### config.mk
export PLATFORM = sky130hd
export DESIGN_NAME = smeu_arith
export DESIGN_NICKNAME = d
export VERILOG_FILES = /design/src/rtl/stack_machine_execute_unit_defines.svh /design/src/rtl/smeu_pkg.sv /design/src/rtl/smeu_arith.sv
export SDC_FILE = /design/constraint.sdc
export NUM_CORES = 1
export LEC_CHECK = 0
export ABC_AREA = 1
export BUFFER_PORTS_ARGS = -buffer_cell sky130_fd_sc_hd__buf_2
export CAP_MARGIN = 20
export CORE_UTILIZATION = 46
export DETAILED_ROUTE_END_ITERATION = 8
export PLACE_DENSITY = 0.68
export SLEW_MARGIN = 20
export SYNTH_ARGS = -nofsm -noshare
export SYNTH_HDL_FRONTEND = slang
export SYNTH_SLANG_ARGS = --single-unit
### constraint.sdc
create_clock -name clk_i -period 4.3 [get_ports clk_i]
set_clock_uncertainty 0.05 [all_clocks]
set_input_delay 0.215 -clock clk_i [delete_from_list [all_inputs] [get_ports clk_i]]
set_output_delay 0.215 -clock clk_i [all_outputs]
set_load 0.03 [all_outputs]
### src/rtl/stack_machine_execute_unit_defines.svh
// Assertion macros for the stack machine execute unit
`ifndef STACK_MACHINE_EXECUTE_UNIT_DEFINES_SVH
`define STACK_MACHINE_EXECUTE_UNIT_DEFINES_SVH
`ifndef NO_ASSERTIONS
`define SMEU_ASSERT(lbl, prop) \
  lbl: assert property (@(posedge clk_i) disable iff (!rst_ni) (prop)) \
    else $error("smeu assertion failed");
`define SMEU_ASSERT_ALWAYS(lbl, prop) \
  lbl: assert property (@(posedge clk_i) (prop)) \
    else $error("smeu assertion failed");
`else
`define SMEU_ASSERT(lbl, prop)
`define SMEU_ASSERT_ALWAYS(lbl, prop)
`endif
`endif

### src/rtl/smeu_pkg.sv
// Shared types and constants of the stack machine execute unit
`default_nettype none
package smeu_pkg;
  localparam int DEPTH_DEF     = 256;
  localparam int WORD_BITS_DEF = 32;
  localparam int OPND_W        = 32;
  localparam int CMD_W         = 5;
  localparam int STATUS_W      = 3;
  localparam int CNT_OUT_W     = 9;

  typedef enum logic [CMD_W-1:0] {
    CMD_PUSH = 5'd0,  CMD_ADD  = 5'd1,  CMD_SUB  = 5'd2,  CMD_MUL  = 5'd3,
    CMD_DIV  = 5'd4,  CMD_CLR  = 5'd5,  CMD_SWAP = 5'd6,  CMD_NEG  = 5'd7,
    CMD_DUP  = 5'd8,  CMD_OUT  = 5'd9,  CMD_HALT = 5'd10, CMD_NOP  = 5'd11,
    CMD_NOT  = 5'd12, CMD_GTR  = 5'd13, CMD_LESS = 5'd14, CMD_EQ   = 5'd15,
    CMD_LDA  = 5'd16, CMD_JMPZ = 5'd17, CMD_STO  = 5'd18, CMD_JMP  = 5'd19
  } cmd_e;

  typedef enum logic [STATUS_W-1:0] {
    ST_OK        = 3'd0,
    ST_UNDERFLOW = 3'd1,
    ST_DIV_ZERO  = 3'd2,
    ST_FULL      = 3'd3,
    ST_BAD_ADDR  = 3'd4,
    ST_HALTED    = 3'd5,
    ST_ILLEGAL   = 3'd6
  } status_e;

  typedef struct packed {
    logic start;
    logic is_div;
  } arith_req_t;

  typedef struct packed {
    status_e               status;
    logic                  out_valid;
    logic [OPND_W-1:0]     out_value;
    logic                  jump_taken;
    logic [OPND_W-1:0]     jump_label;
    logic [CNT_OUT_W-1:0]  entry_count;
    logic                  is_halted;
  } res_t;
endpackage
`default_nettype wire

### src/rtl/smeu_arith.sv
// Bit-serial multiplier and restoring divider shared by mul and div
`default_nettype none
module smeu_arith
  import smeu_pkg::*;
#(
  parameter int WIDTH = WORD_BITS_DEF
) (
  input  wire logic             clk_i,
  input  wire logic             rst_ni,
  input  wire arith_req_t       req_i,
  input  wire logic [WIDTH-1:0] a_i,
  input  wire logic [WIDTH-1:0] b_i,
  output logic                  done_o,
  output logic      [WIDTH-1:0] result_o
);
  localparam int STEP_W = $clog2(WIDTH);

  logic              run_q, done_q, div_q, neg_q;
  logic [STEP_W-1:0] step_q;
  logic [WIDTH-1:0]  acc_q, x_q, y_q;
  logic [WIDTH:0]    sh, diff;
  logic [WIDTH-1:0]  abs_a, abs_b;

  assign abs_a = a_i[WIDTH-1] ? ('0 - a_i) : a_i;
  assign abs_b = b_i[WIDTH-1] ? ('0 - b_i) : b_i;
  assign sh    = {acc_q, x_q[WIDTH-1]};
  assign diff  = sh - {1'b0, y_q};

  always_ff @(posedge clk_i or negedge rst_ni) begin
    if (!rst_ni) begin
      run_q  <= 1'b0;
      done_q <= 1'b0;
      step_q <= '0;
    end else begin
      done_q <= 1'b0;
      if (req_i.start) begin
        run_q  <= 1'b1;
        div_q  <= req_i.is_div;
        step_q <= '0;
        acc_q  <= '0;
        neg_q  <= a_i[WIDTH-1] ^ b_i[WIDTH-1];
        x_q    <= req_i.is_div ? abs_a : a_i;
        y_q    <= req_i.is_div ? abs_b : b_i;
      end else if (run_q) begin
        if (div_q) begin
          if (!diff[WIDTH]) begin
            acc_q <= diff[WIDTH-1:0];
            x_q   <= {x_q[WIDTH-2:0], 1'b1};
          end else begin
            acc_q <= sh[WIDTH-1:0];
            x_q   <= {x_q[WIDTH-2:0], 1'b0};
          end
        end else begin
          if (y_q[0]) begin
            acc_q <= acc_q + x_q;
          end
          x_q <= {x_q[WIDTH-2:0], 1'b0};
          y_q <= {1'b0, y_q[WIDTH-1:1]};
        end
        step_q <= step_q + STEP_W'(1);
        if (step_q == STEP_W'(WIDTH - 1)) begin
          run_q  <= 1'b0;
          done_q <= 1'b1;
        end
      end
    end
  end

  assign done_o   = done_q;
  assign result_o = div_q ? (neg_q ? ('0 - x_q) : x_q) : acc_q;
endmodule
`default_nettype wire

* Word level (Yosys, flattened, before mapping)
Cells that the tools add are included.
Storage, ports and cells: bits in registers 105, bits of input ports 68, output and inout port bits 33, logic and storage cells 46
Cells by class: add/sub/neg operators 6, equality and inequality tests 2, mux-type cells 25, bitwise logic cells 1, reduce and logical (&&, ||, !) cells 4
Operators by type and width (count):
- $mux W32 | 15
- $sub A1 B32 Y32 const A | 3
- $sub A33 B32 Y33 | 1
- $add A32 B32 Y32 | 1
- $mux W5 | 2
- $mux W1 | 8
- $add A5 B1 Y5 const B | 1
- $eq A5 B5 Y1 const B | 1
- $reduce_and A2 Y1 | 2
- $reduce_and A3 Y1 | 1
- $ne A2 B2 Y1 const B | 1
- $reduce_bool A2 Y1 | 1
- $xor A1 B1 Y1 | 1

* Longest topological paths before layout
Gate-level depths: netlist of the first run.
depth after elaboration 5, depth in mapped cells 19, depth with buffers taken out 18

* Least setup slack after synthesis of the first run
No wires, ideal clock.
kind reg2reg, start point register run_q, end point register y_q[0], enable pin, library setup time 0.461 ns, arrival time 2.951 ns, required time 3.789 ns, slack 0.838 ns, cell stages (with the launch flop) 4, path buffers 1, clock period less this slack 3.462 ns, path through dfrtp_1 -> clkbuf_1 -> nor2_1 -> nor3_1
Between the ends: word-level cells in the longest chain between the ends 2
RTL lines:
- start, declared | line smeu_arith.sv:18 | logic run_q, done_q, div_q, neg_q;
- start signal, assigned | line smeu_arith.sv:31 | run_q <= 1'b0;
- start signal, assigned | line smeu_arith.sv:37 | run_q <= 1'b1;
- start signal, assigned | line smeu_arith.sv:62 | run_q <= 1'b0;
- $reduce_bool A2 Y1 (no source line)
- $reduce_and A3 Y1 (no source line)
- end signal, assigned | line smeu_arith.sv:43 | y_q <= req_i.is_div ? abs_b : b_i;
- end signal, assigned | line smeu_arith.sv:58 | y_q <= {1'b0, y_q[WIDTH-1:1]};
- end, declared | line smeu_arith.sv:20 | logic [WIDTH-1:0] acc_q, x_q, y_q;
No other way between the ends. A chain may end at the register's enable or synchronous reset.

* Worst setup path after layout of the first run
start point register x_q[3], end point output result_o[28]
Between the ends: word-level cells in the longest chain between the ends 3
RTL lines:
- start, declared | line smeu_arith.sv:20
- start signal, assigned | line smeu_arith.sv:42 | x_q <= req_i.is_div ? abs_a : a_i;
- start signal, assigned | line smeu_arith.sv:48 | x_q <= {x_q[WIDTH-2:0], 1'b1};
- start signal, assigned | line smeu_arith.sv:51 | x_q <= {x_q[WIDTH-2:0], 1'b0};
- $sub A1 B32 Y32 | line smeu_arith.sv:70 | assign result_o = div_q ? (neg_q ? ('0 - x_q) : x_q) : acc_q;
- $mux W32 (2 in a row) | line smeu_arith.sv:70
- end, declared | line smeu_arith.sv:14 | output logic [WIDTH-1:0] result_o
No other way between the ends.

==> flow_summary_export.csv, run 1 <==
group,metric,value,unit
place,gp_congestion,0.987,
synthesis,ys.warnings.count,0,
clock_network,cts_sinks,105,
floorplan,row_count,62,
synthesis,avgSynthCellArea,6.01,µm²
min_path,hold_start,"req_i[0]",
floorplan,dieWidth,173,µm
worst_setup_path,critPathKind,"flop to output port",
power_and_ir_drop,swShare,47.3,%
power_and_ir_drop,powerDensity,311,nW/µm²
worst_setup_path,cp-startpoint,"x_q[3]",
min_path,hp-class,"input port to flop",
synthesis,ys_ff_latch,105,
sta,max_slew_margin,35.0,%
worst_setup_path,r2r-start,"x_q[31]",
worst_setup_path,worst_path_most_repeated_cell,"nor2_1",
clock_network,cts_max_path_buffers,2,
drt,dr.first_iter.drc_count,1266,
sta,worst_pin_slew,0.975,ns
power_and_ir_drop,seqPwrFrac,30.9,%
place,detailed_place_hpwl,36300,µm
sta,finalCritPeriodShare,77.1,%
floorplan,coreArea,28800,µm²
global_routing,track_usage,30.0,%
drt,vias_per_cell,5.29,
clock_network,cts_root_buf,"clkbuf_16",
power_and_ir_drop,intPower,2390,µW
floorplan,start_util,46.8,%
sta,setup_tns,0,ns
worst_setup_path,start_kind,"flop",
clock_network,clk_latency,0.38,ns
sta,fmax,301,MHz
job,maxCapViolCount,0,
drt,antenna_left,0,
worst_setup_path,reg2reg_depth,17,
finish,nNetsFinal,2439,
power_and_ir_drop,p_leak,0.00782,µW
global_routing,grt.overflow.total,0,
sta,rsz0062_at_grt,"false",
power_and_ir_drop,peakVddDrop,0.000261,V
clock_network,cts_tree,"done",
sta,fin_ws,0.983,ns
synthesis,synthCells,2241,
global_routing,first_global_vias,12790,
worst_setup_path,cp-end-kind,"output port",
synthesis,synth-edff-count,98,
worst_setup_path,path_delay_family,"simple AND/OR/NAND/NOR gates",
run_status,status,"complete, no violations",
place,pre_cts_slack,1.22,ns
synthesis,ys_async_sr_fraction,6.67,%
clock_network,clk_pin_slew_worst_paths,0.09,ns
synthesis,synthFlopType,"edfxtp_1",
worst_setup_path,r2r_slack,1.18,ns
drt,drc_errors,0,
clock_network,ctsResizeCount,0,
min_path,hold_depth,1,
worst_setup_path,max_stage_delay,0.59,ns
finish,antenna_cells,0,
synthesis,syn_area,13500,µm²
global_routing,antenna_found_initial,0,
clock_network,cts-buffers-inserted,9,
sta,finalHoldViolCount,0,
power_and_ir_drop,p_switching,2140,µW
sta,maxSlewViolCount,0,
clock_network,hold_buffers,0,
worst_setup_path,critical_path_buf_inv_count,1,
synthesis,yosysSeqAreaShare,23.1,%
floorplan,num_io_pins,101,
sta,setup_viol,0,
worst_setup_path,worstReg2RegEnd,"acc_q[2]",
finish,drive_gt1_share,9.45,%
clock_network,h-tree-depth,3,
place,port_buffers,100,
drt,wire_per_inst,16.7,µm
synthesis,syn-num-nets,2379,
clock_network,post_cts_buffers,0,
finish,syn2layout_area_growth,8.05,%
worst_setup_path,cp.required,4.03,ns
global_routing,grt_max_degree,75,
global_routing,grt_pass1_wl,70100,µm
min_path,hold_end,"div_q",
floorplan,dieArea,30000,µm²
power_and_ir_drop,comb_power_share,48.6,%
worst_setup_path,critical_path.slowest_cell,"edfxtp_1",
drt,first_pass_iters,6,
floorplan,die_h,173,µm
worst_setup_path,arrival,3.05,ns
drt,vias,14220,
power_and_ir_drop,pwr-share-clk,20.4,%
worst_setup_path,crit_chain,"nor2_1 > nand3_1 > nor2_1 > nand2_1 > nor2_1 > nand3_1 > nor3_1 > nor2_1 > nand2_1 > nand3_1 > o21ai_0 > buf_2",
worst_setup_path,cp_max_fo,6,
sta,fin_crit,3.32,ns
synthesis,synth_cell_types,43,
drt,routed_wl,45000,µm
-- cell usage after synthesis (all sizes together) (2+ instances only) --
cell    number  share of area [%]
nand2      792                 24
inv        395                 11
nor2       207                5.8
o21ai      166                6.2
nand3      148                6.2
a21oi      117                4.9
edfxtp      98                 22
ha          68                6.3
xor2        63                4.1
clkbuf      47                1.3
xnor2       33                2.1
nor3        24                1.1
nand4       20               0.93
buf         12               0.78
nand3b      12               0.67
dfrtp        7                1.3
a31oi        5               0.23
nor4         5               0.23
or2          4               0.19
a21o         3               0.17
and2         2              0.093
clkinv       2              0.056
fa           2               0.30
o21bai       2               0.11
o22ai        2              0.093
o31ai        2               0.11
-- cell usage in the layout, fill, tap and decap left out, types with 21 or more instances in the layout --
cell and count:
buf_2 100, a21oi_2 21, inv_1 389, nand3_1 128, o21ai_0 157, nor2_1 202, edfxtp_1 98, a21oi_1 96
nand2_4 24, xor2_1 63, ha_1 68, xnor2_1 33, nand2_1 761
-- area by class of cell --
type                            instances  area (µm²)
Multi-Input combinational cell       1680        8590
Sequential cell                       105        3120
Tap cell                              384         480
Inverter                              397        1490
Clock inverter                          7        91.3
Timing Repair Buffer                  108         561
Fill cell                            3075       14200
Clock buffer                            9         225
-- worst register-to-register path: cells and delay by family, from the launching register on --
| kind | cells | cell delay, ns |
|---|---|---|
| DFF | 1 | 0.39 |
| AOI/OAI and AO/OA | 1 | 0.08 |
| adders and majority gates | 2 | 0.67 |
| buffers and inverters | 2 | 0.23 |
| and+or+nand+nor | 12 | 1.45 |
-- power by group through the flow --
stage / Clock [µW] / Sequential [µW] / Combinational [µW]
6_report: 925 / 1400 / 2200
4_1_cts: 930 / 1400 / 2190
3_5_place_dp: 0 / 1420 / 2180
2_1_floorplan: 0 / 1330 / 1660
5_1_grt: 953 / 1410 / 2460
3_3_place_gp: 0 / 1420 / 2160
-- logic make-up after synthesis --
| logic type | Yosys count | synth area share (%) |
|---|---|---|
| AND/OR/NAND/NOR | 1216 | 39.0 |
| buffers and inverters | 456 | 13.2 |
| AO/OA/AOI/OAI | 298 | 11.9 |
| flip-flops | 105 | 23.1 |
| XOR/XNOR | 96 | 6.24 |
| adder cells (fa/ha/maj) | 70 | 6.61 |
-- through the flow --
step           total power, µW  hold slack, ns  utilization (%)  cells  area [µm²]
2_1_floorplan             2990          -0.131                -   2241       13500
3_3_place_gp              3570           0.395             49.5   2674       14200
3_5_place_dp              3590           0.392             49.5   2674       14200
4_1_cts                   4510         0.00249             50.6   2690       14600
5_1_grt                   4820          0.0192             50.6   2690       14600
6_report                  4530          0.0111             50.6   2690       14600
-- how the worst max path moves through the flow --
| stage | end | depth (start not counted) | slack (ns) |
|---|---|---|---|
| 6_report | result_o[28] | 12 | 0.98 |
| 5_1_grt | result_o[28] | 13 | 0.81 |
| 4_1_cts | result_o[28] | 12 | 1.09 |
| 3_5_place_dp | acc_q[2] | 17 | 1.22 |
| 3_3_place_gp | acc_q[2] | 17 | 1.30 |
| 2_1_floorplan | y_q[0] | 3 | 0.84 |
-- flip-flops by register name (all words and copies together) (netlist names) --
name    flops
done_o      1
acc_q      32
run_q       1
step_q      5
x_q        32
neg_q       1
y_q        32
div_q       1
-- routing by layer --
layer / wire length [µm] / track usage [%]
met1: 21000 / 43.4
met2: 19500 / 46.7
met3: 3370 / 3.23
met4: 1150 / 9.00
met5: 0 / 0
(Power assumes the default switching activity.)
==> run 2: changes to the inputs <==
--- a/config.mk
+++ b/config.mk
@@ -10,7 +10,7 @@
 export CAP_MARGIN = 20
 export CORE_UTILIZATION = 46
 export DETAILED_ROUTE_END_ITERATION = 8
-export PLACE_DENSITY = 0.68
+export PLACE_DENSITY = 0.7
 export SLEW_MARGIN = 20
 export SYNTH_ARGS = -nofsm -noshare
 export SYNTH_HDL_FRONTEND = slang
==> constraint.sdc (replaced) <==
create_clock -name clk_i -period 2.7 [get_ports clk_i]
set_clock_uncertainty 0.05 [all_clocks]
set_input_delay 0.135 -clock clk_i [delete_from_list [all_inputs] [get_ports clk_i]]
set_output_delay 0.135 -clock clk_i [all_outputs]
set_load 0.03 [all_outputs]
==> flow_summary_export.csv, run 2 (same netlist as run 1, synthesis figures left out) <==
group,metric,value,unit
finish,nNetsFinal,2577,
worst_setup_path,path_delay_family,"simple AND/OR/NAND/NOR gates",
clock_network,cts-buffers-inserted,9,
drt,wire_per_inst,17.3,µm
worst_setup_path,critical_path_buf_inv_count,2,
power_and_ir_drop,peakVddDrop,0.000312,V
drt,first_pass_iters,8,
worst_setup_path,max_stage_delay,0.47,ns
worst_setup_path,critical_path_depth,12,
sta,fmax,370,MHz
drt,vias_per_cell,5.30,
floorplan,dieWidth,173,µm
power_and_ir_drop,power,8140,µW
power_and_ir_drop,p_leak,0.00860,µW
clock_network,cts_sinks,105,
drt,dr.first_iter.drc_count,1438,
sta,maxSlewViolCount,0,
run_status,status,"complete, no violations",
global_routing,antenna_found_initial,0,
sta,finalHoldViolCount,0,
drt,drc_errors,0,
worst_setup_path,cp-end-kind,"flop",
clock_network,cts_root_buf,"clkbuf_16",
clock_network,clk_latency,0.39,ns
clock_network,clk_pin_slew_worst_paths,0.09,ns
worst_setup_path,r2r-start,"x_q[0]",
power_and_ir_drop,powerDensity,491,nW/µm²
min_path,hp-class,"input port to flop",
finish,final_common_cell,"nand2_1",
worst_setup_path,critPathKind,"flop to flop",
worst_setup_path,worst_path_most_repeated_cell,"nand3_2",
finish,syn2layout_area_growth,22.9,%
global_routing,track_usage,31.2,%
finish,largestRegisters,"acc_q x32, x_q x32, y_q x32",
sta,rsz0062_at_grt,"true",
finish,drive_gt1_share,19.4,%
place,placed_area,14900,µm²
finish,utilization,57.5,%
worst_setup_path,cp_max_fo,3,
global_routing,grt_pass1_wl,72500,µm
worst_setup_path,reg2reg_depth,12,
worst_setup_path,r2r_slack,0.0005,ns
finish,antenna_cells,0,
worst_setup_path,start_kind,"flop",
place,detailed_place_hpwl,37900,µm
worst_setup_path,cp-startpoint,"x_q[0]",
job,maxCapViolCount,0,
worst_setup_path,critical_path.slowest_cell,"edfxtp_1",
global_routing,grt.overflow.total,0,
finish,stdcell_area,16600,µm²
place,port_buffers,100,
floorplan,row_count,62,
floorplan,start_util,46.8,%
clock_network,cts_max_path_buffers,2,
sta,max_slew_margin,52.7,%
sta,finalCritPeriodShare,100,%
clock_network,cts_tree,"done",
floorplan,coreArea,28800,µm²
floorplan,num_io_pins,101,
drt,antenna_left,0,
clock_network,h-tree-depth,3,
sta,setup_tns,0,ns
global_routing,first_global_vias,13300,
worst_setup_path,worstReg2RegEnd,"acc_q[12]",
floorplan,dieArea,30000,µm²
sta,worst_pin_slew,0.709,ns
drt,vias,14992,
finish,layout_common_cells,"nand2_1, inv_1, nor2_1",
place,gp_congestion,0.999,
drt,routed_wl,48800,µm
worst_setup_path,cp-endpoint,"acc_q[12]",
global_routing,grt_max_degree,84,
sta,setup_viol,0,
sta,fin_crit,2.70,ns
worst_setup_path,crit_chain,"buf_6 > ha_4 > fa_2 > nand3_2 > nand3_4 > nand3_2 > nand3b_1 > buf_4 > nor2_1 > o21ai_1 > a21oi_1 > a21oi_2",
worst_setup_path,cp.required,2.79,ns
floorplan,die_h,173,µm
worst_setup_path,arrival,2.79,ns
## run 2: cell count changes in the layout (fill, tap and decap cells not counted), moves of 14 or more
cell / previous run / this run
buf_4: 8 / 128
buf_6: 0 / 16
nor2_2: 5 / 22
ha_1: 68 / 37
nand2_1: 761 / 737
ha_4: 0 / 25
nand3_1: 128 / 114
nand2_2: 7 / 28
nor2_1: 202 / 180
## run 2: worst min path at each step
stage / cells past startpoint / to / start
after CTS: 3 / y_q[0] / b_i[0]
after floorplan: 0 / done_o / rst_ni
after detailed placement: 2 / run_q / rst_ni
final: 3 / y_q[0] / b_i[0]
after global routing: 2 / neg_q / a_i[31]
after global placement: 1 / div_q / req_i[0]
## run 2: final cells by class
| class | instances | area [µm²] |
|---|---|---|
| inverters | 397 | 1490 |
| flip-flops and latches | 105 | 3120 |
| fillers | 2822 | 12200 |
| clock buffers | 10 | 229 |
| clock inverters | 6 | 108 |
| repair buffers | 242 | 1730 |
| multi-input cells | 1684 | 9400 |
| well taps | 384 | 480 |
## run 2: metrics by stage
| step | hold WS [ns] | worst slack (ns) | instances |
|---|---|---|---|
| final | 0.0427 | 0.000518 | 2828 |
| after global routing | 0.0633 | -0.108 | 2828 |
| after CTS | 0.0433 | -0.000819 | 2789 |
| after detailed placement | 0.321 | -0.124 | 2755 |
| after global placement | 0.315 | -0.0955 | 2755 |
| after floorplan | -0.211 | 0.159 | 2241 |
## run 2: timing repair
action	4_1_cts	5_1_grt
hold buffers	2	0
setup buffers	15	35
gates resized for setup	48	138
setup endpoints to repair	50	50
hold endpoints to repair	8	0
cloned	1	4
pin swaps	8	35
## run 2: routing by layer
metal | wire length, µm | share of wire (%) | GRT usage [%]
met3 | 3750 | 7.7 | 3.21
met5 | 0 | 0 | 0
met4 | 1560 | 3.2 | 12.3
met2 | 21600 | 44 | 48.8
met1 | 21900 | 45 | 43.9
## run 2: power breakdown
group	leakage, µW	internal, µW	switching, µW
combinational	0.00737	1620	2780
sequential	0.00106	1970	179
clock	0.000164	841	743
total	0.00860	4440	3700
## run 2: worst register-to-register path, cell delays in order (launching register included)
cell and delay [ns]:
edfxtp_1 0.47, buf_6 0.17, ha_4 0.15, fa_2 0.37
nand3_2 0.10, nand3_4 0.10, nand3_2 0.07, nand3b_1 0.23
buf_4 0.24, nor2_1 0.08, o21ai_1 0.12, a21oi_1 0.25
a21oi_2 0.07
==> run 3: changes to the inputs <==
--- a/config.mk
+++ b/config.mk
@@ -6,10 +6,11 @@
 export NUM_CORES = 1
 export LEC_CHECK = 0
 export ABC_AREA = 1
-export BUFFER_PORTS_ARGS = -buffer_cell sky130_fd_sc_hd__buf_2
+export BUFFER_PORTS_ARGS = -buffer_cell sky130_fd_sc_hd__clkbuf_2
 export CAP_MARGIN = 20
 export CORE_UTILIZATION = 46
 export DETAILED_ROUTE_END_ITERATION = 8
+export MAX_ROUTING_LAYER = met4
 export PLACE_DENSITY = 0.7
 export SLEW_MARGIN = 20
 export SYNTH_ARGS = -nofsm -noshare
==> flow_summary_export.csv, run 3 (same netlist as run 1, synthesis figures left out) <==
group,metric,value,unit
finish,utilization,57.0,%
sta,worst_pin_slew,0.681,ns
worst_setup_path,worstReg2RegEnd,"acc_q[26]",
drt,wl_met1,22400,µm
min_path,hold_start,"b_i[31]",
floorplan,row_count,62,
clock_network,cts_root_buf,"clkbuf_16",
sta,fmax,372,MHz
worst_setup_path,reg2reg_depth,13,
worst_setup_path,arrival,2.50,ns
sta,maxSlewViolCount,0,
drt,dr.max_layer_used,"met4",
finish,drive_gt1_share,19.3,%
floorplan,dieArea,30000,µm²
min_path,hp-class,"input port to flop",
drt,routed_wl,49500,µm
sta,fin_crit,2.69,ns
worst_setup_path,critPathKind,"flop to output port",
global_routing,track_usage,32.9,%
clock_network,clk_pin_slew_worst_paths,0.10,ns
floorplan,die_h,173,µm
drt,dr_wl_met3,3600,µm
floorplan,start_util,46.8,%
drt,vias_per_cell,5.31,
clock_network,cts_max_path_buffers,2,
finish,final_common_cell,"nand2_1",
drt,wire_per_inst,17.4,µm
global_routing,first_global_vias,13433,
floorplan,dieWidth,173,µm
place,gp_congestion,0.987,
clock_network,clk_latency,0.38,ns
place,detailed_place_hpwl,39300,µm
worst_setup_path,cp-end-kind,"output port",
place,pre_cts_slack,-0.0213,ns
drt,first_pass_iters,6,
sta,finalHoldViolCount,0,
global_routing,grt_pass1_wl,74300,µm
global_routing,grt_max_degree,75,
drt,wl_met2,22400,µm
sta,fin_ws,0.0129,ns
job,maxCapViolCount,0,
clock_network,h-tree-depth,3,
finish,syn2layout_area_growth,21.8,%
sta,finalCritPeriodShare,99.5,%
finish,largestRegisters,"acc_q x32, x_q x32, y_q x32",
sta,setup_viol,0,
power_and_ir_drop,peakVddDrop,0.000316,V
drt,drc_errors,0,
clock_network,cts_sinks,105,
min_path,hold_depth,2,
power_and_ir_drop,p_leak,0.00862,µW
worst_setup_path,start_kind,"flop",
finish,nNetsFinal,2586,
sta,rsz0062_at_grt,"true",
global_routing,grt.overflow.total,0,
clock_network,cts_tree,"done",
clock_network,cts-buffers-inserted,9,
min_path,hold_end,"neg_q",
run_status,status,"complete, no violations",
drt,vias,15063,
floorplan,coreArea,28800,µm²
power_and_ir_drop,powerDensity,480,nW/µm²
sta,max_slew_margin,54.6,%
finish,layout_common_cells,"nand2_1, inv_1, nor2_1",
floorplan,num_io_pins,101,
place,port_buffers,100,
worst_setup_path,cp_max_fo,4,
drt,dr.first_iter.drc_count,1494,
finish,antenna_cells,0,
worst_setup_path,r2r_slack,0.03,ns
worst_setup_path,r2r-start,"acc_q[15]",
global_routing,antenna_found_initial,0,
drt,antenna_left,0,
worst_setup_path,cp.required,2.52,ns
[run 3: worst max-delay path by stage]
stage	start	to	depth (start not counted)
after floorplan	run_q	x_q[0]	3
after global placement	acc_q[0]	acc_q[28]	14
after detailed placement	acc_q[0]	acc_q[28]	14
after CTS	x_q[1]	result_o[26]	13
after global routing	x_q[0]	result_o[13]	11
final	x_q[0]	result_o[23]	12
[run 3: metal layers]
layer,track usage (%),up-vias
li1,-,7454
met1,45.1,6923
met2,52.0,614
met3,3.54,72
met4,7.34,0
met5,-,-
[run 3: final cells by class]
type | count | area, µm²
Fill cell | 2888 | 12400
Clock buffer | 10 | 239
Timing Repair Buffer | 253 | 1790
Tap cell | 384 | 480
Inverter | 397 | 1490
Sequential cell | 105 | 3120
Clock inverter | 6 | 61.3
Multi-Input combinational cell | 1682 | 9230
[run 3: stage by stage]
stage	area (µm²)	TNS, ns	hold WS (ns)	cells	power, µW
finish	16400	0	0.0782	2837	7870
global route	16400	-1.08	0.0715	2837	8350
CTS	15600	-0.0178	0.0733	2804	7500
detailed placement	15100	-0.0213	0.325	2778	6040
global placement	15100	-0.0589	0.320	2778	5990
floorplan	13500	0	-0.211	2241	4770
[run 3: what timing repair did]
action,CTS,global route
resized for setup,31,138
setup buffers,8,31
endpoints found under the hold margin,8,0
hold buffers,2,0
endpoints found under the setup margin,17,51
gates cloned,0,2
pin swaps,8,24
[run 3: worst max-delay path: stages, from the launching register on]
cell	delay, ns
edfxtp_1	0.42
buf_6	0.15
nor3_4	0.19
nand2_2	0.10
nor3_4	0.24
nand3_2	0.18
inv_2	0.11
nand3_2	0.08
nand2_4	0.11
buf_6	0.13
xor2_4	0.16
o21ai_1	0.07
buf_4	0.19
[run 3: where the power goes]
group	internal, µW	total (µW)	switching (µW)
sequential	1970	2160	193
combinational	1580	4280	2700
clock	677	1430	749
total	4230	7870	3640
